$ cat src/rtl/core/hbkrd_pkg.sv
// Package for the HID boot keyboard report decoder.
// Holds slot count, key event types and the usage-to-ASCII translation.
// No dependencies.
`default_nettype none

package hbkrd_pkg;

	localparam int KEY_SLOTS = 6;

	localparam logic [6:0] MIN_REPORT_LEN = 7'd8;
	localparam logic [7:0] SHIFT_MASK = 8'h22;

	localparam logic [7:0] USAGE_A = 8'h04;
	localparam logic [7:0] USAGE_Z = 8'h1d;
	localparam logic [7:0] USAGE_1 = 8'h1e;
	localparam logic [7:0] USAGE_9 = 8'h26;
	localparam logic [7:0] USAGE_0 = 8'h27;
	localparam logic [7:0] USAGE_ENTER = 8'h28;
	localparam logic [7:0] USAGE_BKSP = 8'h2a;
	localparam logic [7:0] USAGE_TAB = 8'h2b;
	localparam logic [7:0] USAGE_SPACE = 8'h2c;
	localparam logic [7:0] USAGE_MINUS = 8'h2d;
	localparam logic [7:0] USAGE_EQUAL = 8'h2e;
	localparam logic [7:0] USAGE_SEMI = 8'h33;
	localparam logic [7:0] USAGE_QUOTE = 8'h34;
	localparam logic [7:0] USAGE_COMMA = 8'h36;
	localparam logic [7:0] USAGE_DOT = 8'h37;
	localparam logic [7:0] USAGE_SLASH = 8'h38;
	localparam logic [7:0] USAGE_RIGHT = 8'h4f;
	localparam logic [7:0] USAGE_LEFT = 8'h50;
	localparam logic [7:0] USAGE_DOWN = 8'h51;
	localparam logic [7:0] USAGE_UP = 8'h52;

	typedef enum logic [2:0] {
		KIND_CHAR = 3'd0,
		KIND_ENTER = 3'd1,
		KIND_BKSP = 3'd2,
		KIND_NEXT = 3'd3,
		KIND_PREV = 3'd4
	} kind_t;

	typedef struct packed {
		logic hit;
		kind_t kind;
		logic [6:0] ch;
	} event_t;

	function automatic logic [6:0] shifted_digit(input logic [3:0] k);
		logic [6:0] c;
		unique case (k)
			4'd0: c = 7'h21;
			4'd1: c = 7'h40;
			4'd2: c = 7'h23;
			4'd3: c = 7'h24;
			4'd4: c = 7'h25;
			4'd5: c = 7'h5e;
			4'd6: c = 7'h26;
			4'd7: c = 7'h2a;
			4'd8: c = 7'h28;
			default: c = 7'h00;
		endcase
		return c;
	endfunction

	function automatic event_t translate(input logic [7:0] code, input logic up);
		event_t e;
		logic [7:0] off;
		e.hit = 1'b1;
		e.kind = KIND_CHAR;
		e.ch = 7'h00;
		off = 8'h00;
		if (code >= USAGE_A && code <= USAGE_Z) begin
			off = code - USAGE_A;
			e.ch = (up ? 7'h41 : 7'h61) + off[6:0];
		end else if (code >= USAGE_1 && code <= USAGE_9) begin
			off = code - USAGE_1;
			e.ch = up ? shifted_digit(off[3:0]) : 7'h31 + off[6:0];
		end else begin
			unique case (code)
				USAGE_0: e.ch = up ? 7'h29 : 7'h30;
				USAGE_SPACE: e.ch = 7'h20;
				USAGE_TAB: e.ch = 7'h09;
				USAGE_ENTER: e.kind = KIND_ENTER;
				USAGE_BKSP: e.kind = KIND_BKSP;
				USAGE_RIGHT, USAGE_DOWN: e.kind = KIND_NEXT;
				USAGE_LEFT, USAGE_UP: e.kind = KIND_PREV;
				USAGE_MINUS: e.ch = up ? 7'h5f : 7'h2d;
				USAGE_EQUAL: e.ch = up ? 7'h2b : 7'h3d;
				USAGE_COMMA: e.ch = up ? 7'h3c : 7'h2c;
				USAGE_DOT: e.ch = up ? 7'h3e : 7'h2e;
				USAGE_SLASH: e.ch = up ? 7'h3f : 7'h2f;
				USAGE_SEMI: e.ch = up ? 7'h3a : 7'h3b;
				USAGE_QUOTE: e.ch = up ? 7'h22 : 7'h27;
				default: e.hit = 1'b0;
			endcase
		end
		return e;
	endfunction

endpackage

`default_nettype wire

$ cat src/rtl/core/hbkrd_in_if.sv
// Report channel: valid/ready handshake with the boot keyboard report payload.
// No dependencies.
`default_nettype none

interface hbkrd_in_if;
	logic valid;
	logic ready;
	logic [6:0] report_length;
	logic [7:0] modifier_bits;
	logic [7:0] key_slot_0;
	logic [7:0] key_slot_1;
	logic [7:0] key_slot_2;
	logic [7:0] key_slot_3;
	logic [7:0] key_slot_4;
	logic [7:0] key_slot_5;

	modport source (
		output valid, report_length, modifier_bits,
		output key_slot_0, key_slot_1, key_slot_2, key_slot_3, key_slot_4, key_slot_5,
		input ready
	);
	modport sink (
		input valid, report_length, modifier_bits,
		input key_slot_0, key_slot_1, key_slot_2, key_slot_3, key_slot_4, key_slot_5,
		output ready
	);
endinterface

`default_nettype wire

$ cat src/rtl/core/hbkrd_out_if.sv
// Key event channel: valid/ready handshake with one decoded key event.
// No dependencies.
`default_nettype none

interface hbkrd_out_if;
	logic valid;
	logic ready;
	logic [2:0] key_kind;
	logic [6:0] char_code;
	logic last_of_run;

	modport source (output valid, key_kind, char_code, last_of_run, input ready);
	modport sink (input valid, key_kind, char_code, last_of_run, output ready);
endinterface

`default_nettype wire

$ cat src/rtl/core/hbkrd_lane.sv
// One slot lane: checks the code against the held keys and translates it.
// Depends on hbkrd_pkg.
`default_nettype none

module hbkrd_lane
	import hbkrd_pkg::*;
(
	input wire logic [7:0] code,
	input wire logic up,
	input wire logic [KEY_SLOTS-1:0][7:0] held_keys,
	output event_t ev
);

	logic held;
	event_t tr;

	always_comb begin
		held = 1'b0;
		for (int j = 0; j < KEY_SLOTS; j++) begin
			if (held_keys[j] == code) held = 1'b1;
		end
	end

	assign tr = translate(code, up);

	always_comb begin
		ev = tr;
		ev.hit = tr.hit & (code != 8'h00) & ~held;
	end

endmodule

`default_nettype wire

$ cat src/rtl/core/hbkrd_merge.sv
// Merge stage: buffers the lane events of one report and issues them in slot
// order through an output register. Depends on hbkrd_pkg and hbkrd_out_if.
`default_nettype none

module hbkrd_merge
	import hbkrd_pkg::*;
(
	input wire logic clk,
	input wire logic arst_n,
	input wire logic load,
	input wire event_t [KEY_SLOTS-1:0] lane_ev,
	output logic free,
	hbkrd_out_if.source key_event
);

	logic [KEY_SLOTS-1:0] pend_q;
	event_t [KEY_SLOTS-1:0] ev_q;
	logic out_vld_q;
	kind_t kind_q;
	logic [6:0] ch_q;
	logic last_q;

	logic [KEY_SLOTS-1:0] lowbit;
	logic [KEY_SLOTS-1:0] rest;
	logic [KEY_SLOTS-1:0] new_mask;
	logic open_slot;
	logic mv;
	event_t sel;

	assign lowbit = pend_q & (~pend_q + {{(KEY_SLOTS-1){1'b0}}, 1'b1});
	assign rest = pend_q & ~lowbit;
	assign open_slot = ~out_vld_q | key_event.ready;
	assign mv = open_slot & (pend_q != '0);
	assign free = ((mv ? rest : pend_q) == '0);

	always_comb begin
		sel = '0;
		for (int i = 0; i < KEY_SLOTS; i++) begin
			new_mask[i] = lane_ev[i].hit;
			if (lowbit[i]) sel = sel | ev_q[i];
		end
	end

	always_ff @(posedge clk or negedge arst_n) begin
		if (!arst_n) begin
			pend_q <= '0;
			out_vld_q <= 1'b0;
		end else begin
			if (load) begin
				pend_q <= new_mask;
			end else if (mv) begin
				pend_q <= rest;
			end
			if (mv) begin
				out_vld_q <= 1'b1;
			end else if (key_event.ready) begin
				out_vld_q <= 1'b0;
			end
		end
	end

	always_ff @(posedge clk) begin
		if (load) ev_q <= lane_ev;
		if (mv) begin
			kind_q <= sel.kind;
			ch_q <= sel.ch;
			last_q <= (rest == '0);
		end
	end

	assign key_event.valid = out_vld_q;
	assign key_event.key_kind = kind_q;
	assign key_event.char_code = ch_q;
	assign key_event.last_of_run = last_q;

endmodule

`default_nettype wire

$ cat src/rtl/core/hid_boot_keyboard_report_decoder.sv
// HID boot keyboard report decoder, top level.
// Depends on hbkrd_pkg, hbkrd_in_if, hbkrd_out_if, hbkrd_lane, hbkrd_merge.
//
// Channels: report (sink) takes one boot keyboard report per transaction;
// key_event (source) gives one decoded key event per transaction, with
// last_of_run set on the final event of a report.
// Six lanes compare each slot against the held keys and translate it in the
// cycle the report is accepted; the held keys are replaced at that edge.
// A report shorter than 8 bytes is accepted and dropped, state unchanged.
// Each accepted report's events are registered in the event buffer, then
// issued through the output register. Throughput: the merge stage issues one
// event per cycle while key_event is not stalled; the next report is accepted
// in the cycle the last event of the current one enters the output register.
// Reset clears the held keys to zero and empties the event buffer.
// While key_event is stalled the output register holds and report is not
// accepted once the buffer holds pending events.
`default_nettype none

module hid_boot_keyboard_report_decoder
	import hbkrd_pkg::*;
(
	input wire logic clk,
	input wire logic arst_n,
	hbkrd_in_if.sink report,
	hbkrd_out_if.source key_event
);

	logic [5:0][7:0] slots;
	logic [KEY_SLOTS-1:0][7:0] held_q;
	event_t [KEY_SLOTS-1:0] lane_ev;
	logic up;
	logic accept;
	logic load;
	logic free;

	assign slots = {report.key_slot_5, report.key_slot_4, report.key_slot_3,
		report.key_slot_2, report.key_slot_1, report.key_slot_0};
	assign up = (report.modifier_bits & SHIFT_MASK) != 8'h00;
	assign report.ready = free;
	assign accept = report.valid & free;
	assign load = accept & (report.report_length >= MIN_REPORT_LEN);

	for (genvar i = 0; i < KEY_SLOTS; i++) begin : g_lane
		hbkrd_lane u_lane (
			.code(slots[i]),
			.up(up),
			.held_keys(held_q),
			.ev(lane_ev[i])
		);
	end

	always_ff @(posedge clk or negedge arst_n) begin
		if (!arst_n) begin
			held_q <= '0;
		end else if (load) begin
			held_q <= slots[KEY_SLOTS-1:0];
		end
	end

	hbkrd_merge u_merge (
		.clk(clk),
		.arst_n(arst_n),
		.load(load),
		.lane_ev(lane_ev),
		.free(free),
		.key_event(key_event)
	);

endmodule

`default_nettype wire

$ cat src/flat_wrapper.sv
// flat-port wrapper written by rule: the top's interface ports become plain ports
module hid_boot_keyboard_report_decoder_flat import hbkrd_pkg::*;
  (clk, arst_n, report_valid, report_report_length, report_modifier_bits, report_key_slot_0, report_key_slot_1, report_key_slot_2, report_key_slot_3, report_key_slot_4, report_key_slot_5, report_ready, key_event_valid, key_event_key_kind, key_event_char_code, key_event_last_of_run, key_event_ready);
  hbkrd_in_if report_i ();
  hbkrd_out_if key_event_i ();
  input wire logic clk;
  input wire logic arst_n;
  input wire logic [$bits(report_i.valid)-1:0] report_valid;
  input wire logic [$bits(report_i.report_length)-1:0] report_report_length;
  input wire logic [$bits(report_i.modifier_bits)-1:0] report_modifier_bits;
  input wire logic [$bits(report_i.key_slot_0)-1:0] report_key_slot_0;
  input wire logic [$bits(report_i.key_slot_1)-1:0] report_key_slot_1;
  input wire logic [$bits(report_i.key_slot_2)-1:0] report_key_slot_2;
  input wire logic [$bits(report_i.key_slot_3)-1:0] report_key_slot_3;
  input wire logic [$bits(report_i.key_slot_4)-1:0] report_key_slot_4;
  input wire logic [$bits(report_i.key_slot_5)-1:0] report_key_slot_5;
  output wire logic [$bits(report_i.ready)-1:0] report_ready;
  output wire logic [$bits(key_event_i.valid)-1:0] key_event_valid;
  output wire logic [$bits(key_event_i.key_kind)-1:0] key_event_key_kind;
  output wire logic [$bits(key_event_i.char_code)-1:0] key_event_char_code;
  output wire logic [$bits(key_event_i.last_of_run)-1:0] key_event_last_of_run;
  input wire logic [$bits(key_event_i.ready)-1:0] key_event_ready;
  assign report_i.valid = report_valid;
  assign report_i.report_length = report_report_length;
  assign report_i.modifier_bits = report_modifier_bits;
  assign report_i.key_slot_0 = report_key_slot_0;
  assign report_i.key_slot_1 = report_key_slot_1;
  assign report_i.key_slot_2 = report_key_slot_2;
  assign report_i.key_slot_3 = report_key_slot_3;
  assign report_i.key_slot_4 = report_key_slot_4;
  assign report_i.key_slot_5 = report_key_slot_5;
  assign report_ready = report_i.ready;
  assign key_event_valid = key_event_i.valid;
  assign key_event_key_kind = key_event_i.key_kind;
  assign key_event_char_code = key_event_i.char_code;
  assign key_event_last_of_run = key_event_i.last_of_run;
  assign key_event_i.ready = key_event_ready;
  hid_boot_keyboard_report_decoder u_core (.clk(clk), .arst_n(arst_n), .report(report_i), .key_event(key_event_i));
endmodule
$ cat config.mk
export PLATFORM = sky130hd
export DESIGN_NAME = hid_boot_keyboard_report_decoder_flat
export DESIGN_NICKNAME = d
export VERILOG_FILES = /design/src/rtl/core/hbkrd_pkg.sv /design/src/rtl/core/hbkrd_in_if.sv /design/src/rtl/core/hbkrd_out_if.sv /design/src/rtl/core/hbkrd_lane.sv /design/src/rtl/core/hbkrd_merge.sv /design/src/rtl/core/hid_boot_keyboard_report_decoder.sv /design/src/flat_wrapper.sv
export SDC_FILE = /design/constraint.sdc
export NUM_CORES = 1
export LEC_CHECK = 0
export ABC_CLOCK_PERIOD_IN_PS = 2800
export BUFFER_PORTS_ARGS = -buffer_cell sky130_fd_sc_hd__buf_2
export CAP_MARGIN = 5
export CELL_PAD_IN_SITES_DETAIL_PLACEMENT = 1
export CELL_PAD_IN_SITES_GLOBAL_PLACEMENT = 2
export CORE_MARGIN = 2
export CORE_UTILIZATION = 31
export CTS_CLUSTER_SIZE = 12
export DETAILED_ROUTE_END_ITERATION = 10
export PLACE_DENSITY_LB_ADDON = 0.1
export SLEW_MARGIN = 20
export SYNTH_ARGS = -nofsm -noshare
export SYNTH_HDL_FRONTEND = slang
export SYNTH_SLANG_ARGS = --single-unit
$ cat constraint.sdc
create_clock -name clk -period 2.8 [get_ports clk]
set_input_delay 0.14 -clock clk [delete_from_list [all_inputs] [get_ports clk]]
set_output_delay 0.14 -clock clk [all_outputs]
set_load 0.01 [all_outputs]
# Yosys cells after proc, flatten, opt, wreduce, memory -nomap -nowiden

Memory sizes are Yosys's and may differ from the RTL's.
Index checks and enable logic that the tools add are counted.

Flip-flop bits (word level): 126
Memory bits (read-only): 672
Bits of input ports: 67
Output and inout port bits: 13
Memories: 6

Memory list:

| name             | words | width | rd ports | clocked after memory_dff | wr ports | line            | source |
|---|---|---|---|---|---|---|---|
| (name not given) | 16    | 7     | 1        | 0                        | 0        | hbkrd_pkg.sv:50 | `unique case (k)` |
| (name not given) | 16    | 7     | 1        | 0                        | 0        | hbkrd_pkg.sv:50 |  |
| (name not given) | 16    | 7     | 1        | 0                        | 0        | hbkrd_pkg.sv:50 |  |
| (name not given) | 16    | 7     | 1        | 0                        | 0        | hbkrd_pkg.sv:50 |  |
| (name not given) | 16    | 7     | 1        | 0                        | 0        | hbkrd_pkg.sv:50 |  |
| (name not given) | 16    | 7     | 1        | 0                        | 0        | hbkrd_pkg.sv:50 |  |

Add/subtract/negate cells: 25
Order comparisons: 25
Equality and inequality tests: 132
Muxes and demuxes: 103
Bitwise operators: 32
Reduce and logical (&&, ||, !) cells: 47

Operators with widths:

| cell                  | count |
|---|---|
| $eq A8 B6 Y1 const B  | 72 |
| $pmux W7 S10          | 6 |
| $eq A8 B8 Y1          | 36 |
| $eq A8 B7 Y1 const B  | 24 |
| $mux W7               | 19 |
| $reduce_or A16 Y1     | 6 |
| $pmux W3 S4           | 6 |
| $mux W10              | 6 |
| $reduce_bool A8 Y1    | 7 |
| $or A10 B10 Y10       | 5 |
| $ge A8 B3 Y1 const B  | 6 |
| $ge A8 B5 Y1 const B  | 6 |
| $le A8 B5 Y1 const B  | 6 |
| $le A8 B6 Y1 const B  | 6 |
| $mux W4               | 12 |
| $mux W1               | 45 |
| $add A6 B7 Y7 const A | 6 |
| $add A7 B7 Y7         | 6 |
| $sub A7 B3 Y7 const B | 6 |
| $sub A7 B5 Y7 const B | 6 |
| $reduce_or A2 Y1      | 18 |
| $mux W5               | 5 |
| $mux W6               | 3 |
| $and A1 B1 Y1         | 15 |
| 11 further kinds      | 31 |

# Longest topological paths before layout

Word-level depth: 14
Gate-level depth with buffers: 12

# Modules after synthesis

Synthesis repeated with hierarchy kept, for this count alone.

Cell total of the unflattened synthesis: 1783
Area, all modules: 15701.3 µm²

By module, submodules not included:

| module                                   | times used | cells each | area each (µm²) | seq. area each (µm²) |
|---|---|---|---|---|
| hbkrd_lane (u_core.g_lane[4].u_lane ...) | 2          | 252        | 1835.5          | 0.0 |
| hbkrd_lane (u_core.g_lane[0].u_lane ...) | 2          | 245        | 1829.3          | 0.0 |
| hbkrd_lane (u_core.g_lane[2].u_lane ...) | 2          | 249        | 1785.5          | 0.0 |
| hbkrd_merge                              | 1          | 186        | 2967.8          | 2307.2 |
| hid_boot_keyboard_report_decoder         | 1          | 105        | 1833.0          | 1201.2 |

# Worst setup path after synthesis

No wires, ideal clock.

Kind: input to register
From: input report_modifier_bits[5]
To: register u_core.u_merge.ev_q[17] in the netlist's numbering, data pin
Arrival: 2329 ps
Path slack: 216 ps
Stages on the path: 12
Path buffers: 3
Cell sequence: nor2_1 -> clkinv_1 -> clkbuf_1 -> buf_1 -> clkbuf_1 -> ha_1 -> inv_1 -> ha_1 -> a21oi_1 -> xnor2_1 -> nand2_1 -> and3_1

RTL lines:

| what                   | line               | source |
|---|---|---|
| start: declaration     | flat_wrapper.sv:10 | `input wire logic [$bits(report_i.modifier_bits)-1:0] report_modifier_bits;` |
| end signal: assignment | hbkrd_merge.sv:63  | `if (load) ev_q <= lane_ev;` |
| end: declaration       | hbkrd_merge.sv:17  | `event_t [KEY_SLOTS-1:0] ev_q;` |

# Worst setup path after layout

From: register u_core.u_merge.out_vld_q, in the netlist u_core.u_merge.key_event.valid
To: register u_core.held_q[4] in the netlist's numbering

Cells in the longest elaborated chain, start to end: 7

Ends and longest elaborated chain:

| what                     | line                                   | source |
|---|---|---|
| start: declaration       | hbkrd_merge.sv:18                      | `logic out_vld_q;` |
| start signal: assignment | hbkrd_merge.sv:47                      | `out_vld_q <= 1'b0;` |
| start signal: assignment | hbkrd_merge.sv:55                      | `out_vld_q <= 1'b1;` |
| start signal: assignment | hbkrd_merge.sv:57                      | `out_vld_q <= 1'b0;` |
| $not A1 Y1               | hbkrd_merge.sv:32                      | `assign open_slot = ~out_vld_q \| key_event.ready;` |
| $or A1 B1 Y1             | hbkrd_merge.sv:32                      |  |
| $and A1 B1 Y1            | hbkrd_merge.sv:33                      | `assign mv = open_slot & (pend_q != '0);` |
| $mux W6                  | -                                      |  |
| $logic_not A6 Y1         | hbkrd_merge.sv:34                      | `assign free = ((mv ? rest : pend_q) == '0);` |
| $and A1 B1 Y1            | hid_boot_keyboard_report_decoder.sv:40 | `assign accept = report.valid & free;` |
| $and A1 B1 Y1            | hid_boot_keyboard_report_decoder.sv:41 | `assign load = accept & (report.report_length >= MIN_REPORT_LEN);` |
| end signal: assignment   | hid_boot_keyboard_report_decoder.sv:56 | `held_q <= slots[KEY_SLOTS-1:0];` |
| end: declaration         | hid_boot_keyboard_report_decoder.sv:29 | `logic [KEY_SLOTS-1:0][7:0] held_q;` |

Every way passes these cells.
A chain may end at the register's enable or synchronous reset.

==> parameters.txt <==
Parameter                              Value

Placed design
  Global placer's final weighted congestion    0.857
  IO buf count    70
  Final HPWL DP    47700 µm
  Pre-CTS WS    between 0.2 and 0.3 ns
  Total instance count after detailed placement    2568

Clocking
  Clock Path Buffers    2
  Cts bufs inserted    17
  # H-tree levels    4
  TritonCTS clock tree    yes
  Clk Latency, worst-skew pair    roughly 0.43 ns
  Clock transition time at the flip-flop clock pins of the worst setup and hold paths    0.07 ns
  Setup bufs post-CTS    0
  Post-CTS Resized    0
  CTS sink count    roughly 130
  Library cell used as clock root buffer    sky130_fd_sc_hd__clkbuf_16

Setup path
  Critical path type    register to register
  Startpoint of the worst register-to-register path    u_core.u_merge.key_event.valid$_DFFE_PN0P_
  Worst Path Max Fanout    58
  Crit path required time    3.11 ns
  Critical Path Start Type    register
  Data arrival time at the worst-slack endpoint    between 2 and 3 ns
  Reg2reg setup slack    0.29 ns
  Worst setup EP type    register
  Worst r2r path cells    6
  End of the worst register-to-register path    u_core.held_q[4]$_DFFE_PN0N_

Min path
  Min-Delay Path Class    primary input to register
  Number of cells traversed by the worst hold path    2
  Startpoint of the most critical hold path    report_key_slot_0[0]
  Endpoint, Worst Hold    u_core.u_merge.ev_q[0]$_DFFE_PN_

Timing
  Setup violators final    0
  Period Utilization, post-route    between 80% and 90%
  Max-slew headroom at the worst pin    50.7%
  Worst-case setup margin in the final layout    0.288 ns
  Max Clock Skew    0.00946 ns
  Fin crit period    2.51 ns
  Actual transition at the worst max-transition pin    0.738 ns
  Number of slew-limit violations in the final report    0
  RSZ-0062 raised after global routing    no
  Max frequency    398 MHz
  TNS Setup    0 ns
  Hold violation total from the final report    0

Detailed routing
  Detailed-router iteration count before antenna repair    7
  Routed wire per std cell    ~24 µm
  Drt initial violations    a little over 1000
  Average via count per standard cell    5.58
  Antenna violation net count after detailed routing    0
  Via count    approximately 15000
  Drt total wl    roughly 63000 µm
  Residual DRC    0

Logic synthesis
  Sequential cell area fraction in the yosys report    22.5%
  Avg Synthesized Cell Area    a little over 8 µm²
  Prevailing post-synth register cell    sky130_fd_sc_hd__edfxtp_1
  Number of distinct library cells after synthesis    89
  Number of flops mapped to enable cells by yosys    between 70 and 80
  Post-Synthesis Net Count    about 2100
  Fraction of registers with async set/reset    43.7%
  Register bit total from synthesis    126
  Total standard cell area after synthesis    approximately 0.016 mm²
  Synth warn    0
  Number of standard cells after synthesis    approximately 1900

GRT
  GRT Overall Usage    24.1%
  Global-route wire length before repair    96600 µm
  Vias in the first global route    roughly 15000
  Pin count of the biggest net entering global routing    between 50 and 60
  Total global routing overflow    0
  Antenna violations before repair    0

Finish
  Commonest cells after routing, fill and taps aside    204 x sky130_fd_sc_hd__xnor2_1, 147 x sky130_fd_sc_hd__xor2_1, 140 x sky130_fd_sc_hd__nand2_1
  Final design utilization    a little over a third
  Layout cell share with drive strength beyond 1    16.6%
  Storage element area    0.00351 mm²
  Layout overhead on the synthesized area    13.2%
  Final cell count without fillers    2602
  Number of nets in the final layout    2098
  Fill cell total of the finished layout    between 5000 and 6000
  Most common cell after layout, fill and taps aside    sky130_fd_sc_hd__xnor2_1
  Combined area of the multi-input logic cells    roughly 0.011 mm²

Power
  Power dissipated by switching net loads    0.00584 W
  Fraction of power spent switching nets    45.7%
  Clock network fraction of design power    17.3%
  Leakage power summed over all cells    roughly 7 nW
  Peak supply drop    642 µV
  Combinational share of power    45.8%
  Post-route total power    0.0128 W
  Portion of total power attributed to sequential cells    a little under two fifths
  Power per Cell Area    724 mW/mm²
  Cell internal pwr    0.00695 W

Floorplanning
  Die Area    around 0.052 mm²
  Starting density of the core    31.2%
  Placement Rows    roughly 80
  CORE AREA    around 0.050 mm²
  # IOs    80
  Die X-Extent    roughly 230 µm
  Die height    228 µm

Run
  Max capacitance violation total    0

Outcome
  Status    complete, no violations
metrics by stage:
stage	area [µm²]	hold WS, ns
finish	17600	0.106
global route	17600	0.105
CTS	17600	0.0847
detailed placement	17100	0.241
global placement	17100	0.226
floorplan	15600	-0.156
worst max-delay path by stage:
stage	start	end	slack, ns
after global routing	u_core.u_merge.key_event.valid$_DFFE_PN0P_	u_core.held_q[41]$_DFFE_PN0N_	0.22
after CTS	u_core.u_merge.key_event.valid$_DFFE_PN0P_	u_core.held_q[4]$_DFFE_PN0N_	0.29
after floorplan	report_modifier_bits[5]	u_core.u_merge.ev_q[17]$_DFFE_PN_	0.22
after detailed placement	report_key_slot_3[2]	u_core.u_merge.ev_q[38]$_DFFE_PN_	0.25
final	u_core.u_merge.key_event.valid$_DFFE_PN0P_	u_core.held_q[4]$_DFFE_PN0N_	0.29
after global placement	report_key_slot_3[2]	u_core.u_merge.ev_q[38]$_DFFE_PN_	0.23
synthesized netlist by cell type (all sizes together) (7+ instances only):
| master | n | share of area, % |
|---|---|---|
| xor2 | 147 | 8.3 |
| o22ai | 19 | 0.76 |
| mux2i | 16 | 1.0 |
| xnor2 | 204 | 11 |
| o211ai | 24 | 1.2 |
| clkbuf | 104 | 2.5 |
| o21ai | 87 | 2.8 |
| a21boi | 8 | 0.39 |
| o2111ai | 8 | 0.45 |
| a31oi | 24 | 0.96 |
| nor2 | 88 | 2.1 |
| mux2 | 57 | 4.1 |
| and3 | 21 | 0.88 |
| nor3 | 31 | 1.0 |
| and2 | 8 | 0.32 |
| edfxtp | 71 | 14 |
| or2 | 7 | 0.28 |
| a211oi | 23 | 1.1 |
| nand2 | 140 | 3.4 |
| a22oi | 30 | 1.4 |
| or3 | 10 | 0.40 |
| nor4 | 37 | 1.5 |
| ha | 115 | 9.2 |
| a221o | 11 | 0.71 |
| a311oi | 10 | 0.67 |
| a21oi | 110 | 3.5 |
| buf | 90 | 2.7 |
| a21o | 11 | 0.53 |
| o21bai | 9 | 0.43 |
| a2111oi | 9 | 0.63 |
| nand4 | 54 | 2.2 |
| o31ai | 10 | 0.57 |
| dfrtp | 55 | 8.8 |
| nor2b | 8 | 0.32 |
| inv | 58 | 1.4 |
| nand3 | 63 | 2.0 |
cell type report:
| type | count | share of cell area [%] |
|---|---|---|
| Multi-Input combinational cell | 1503 | 62.6 |
| Sequential cell | 126 | 19.9 |
| Timing Repair Buffer | 208 | 8.15 |
| Tap cell | 672 | 4.77 |
| Clock buffer | 17 | 2.41 |
| Inverter | 60 | 1.28 |
| Clock inverter | 15 | 0.858 |
| Antenna cell | 1 | 0.0142 |
worst max-delay path: stages, from the launching register on:
cell and delay (ns):
sky130_fd_sc_hd__dfrtp_1 0.39, sky130_fd_sc_hd__nor2b_1 0.22, sky130_fd_sc_hd__a2111oi_0 0.42, sky130_fd_sc_hd__o221a_2 0.35
sky130_fd_sc_hd__and3_4 0.26, sky130_fd_sc_hd__buf_12 0.29, sky130_fd_sc_hd__mux2_2 0.38
state kept, by name (all words and copies together) (netlist names):
name                                  cells
u_core.u_merge.ev_q                      60
u_core.held_q                            48
u_core.u_merge.key_event.char_code        7
u_core.u_merge.pend_q                     6
u_core.u_merge.key_event.key_kind         3
u_core.u_merge.key_event.last_of_run      1
u_core.u_merge.key_event.valid            1
kinds of logic after synthesis:
logic type	share of synthesized area, %
simple gates	16.5
mux	5.15
xor+xnor	19.7
flops	22.5
buf+inv	6.68
fa+ha+maj	9.30
compound gates	20.1
per-layer routing:
layer | global-route usage, % | vias up | part of all wire [%]
li1 | - | 6864 | -
met1 | 32.6 | 7381 | 47
met2 | 42.0 | 240 | 49
met3 | 1.76 | 45 | 2.4
met4 | 4.72 | 0 | 1.6
met5 | 0 | - | 0
power groups by stage:
stage	logic (W)	clock network (W)	registers (W)
6_report	0.00585	0.00221	0.00472
4_1_cts	0.00587	0.00226	0.00468
5_1_grt	0.00641	0.00234	0.00477
3_3_place_gp	0.00567	0	0.00472
3_5_place_dp	0.00584	0	0.00472
2_1_floorplan	0.00505	0	0.00319
what timing repair did:
item,in CTS,in global routing
endpoints found under the hold margin,24,0
hold buffers,1,0
setup endpoints to repair,0,0
(Power assumes the default switching activity.)
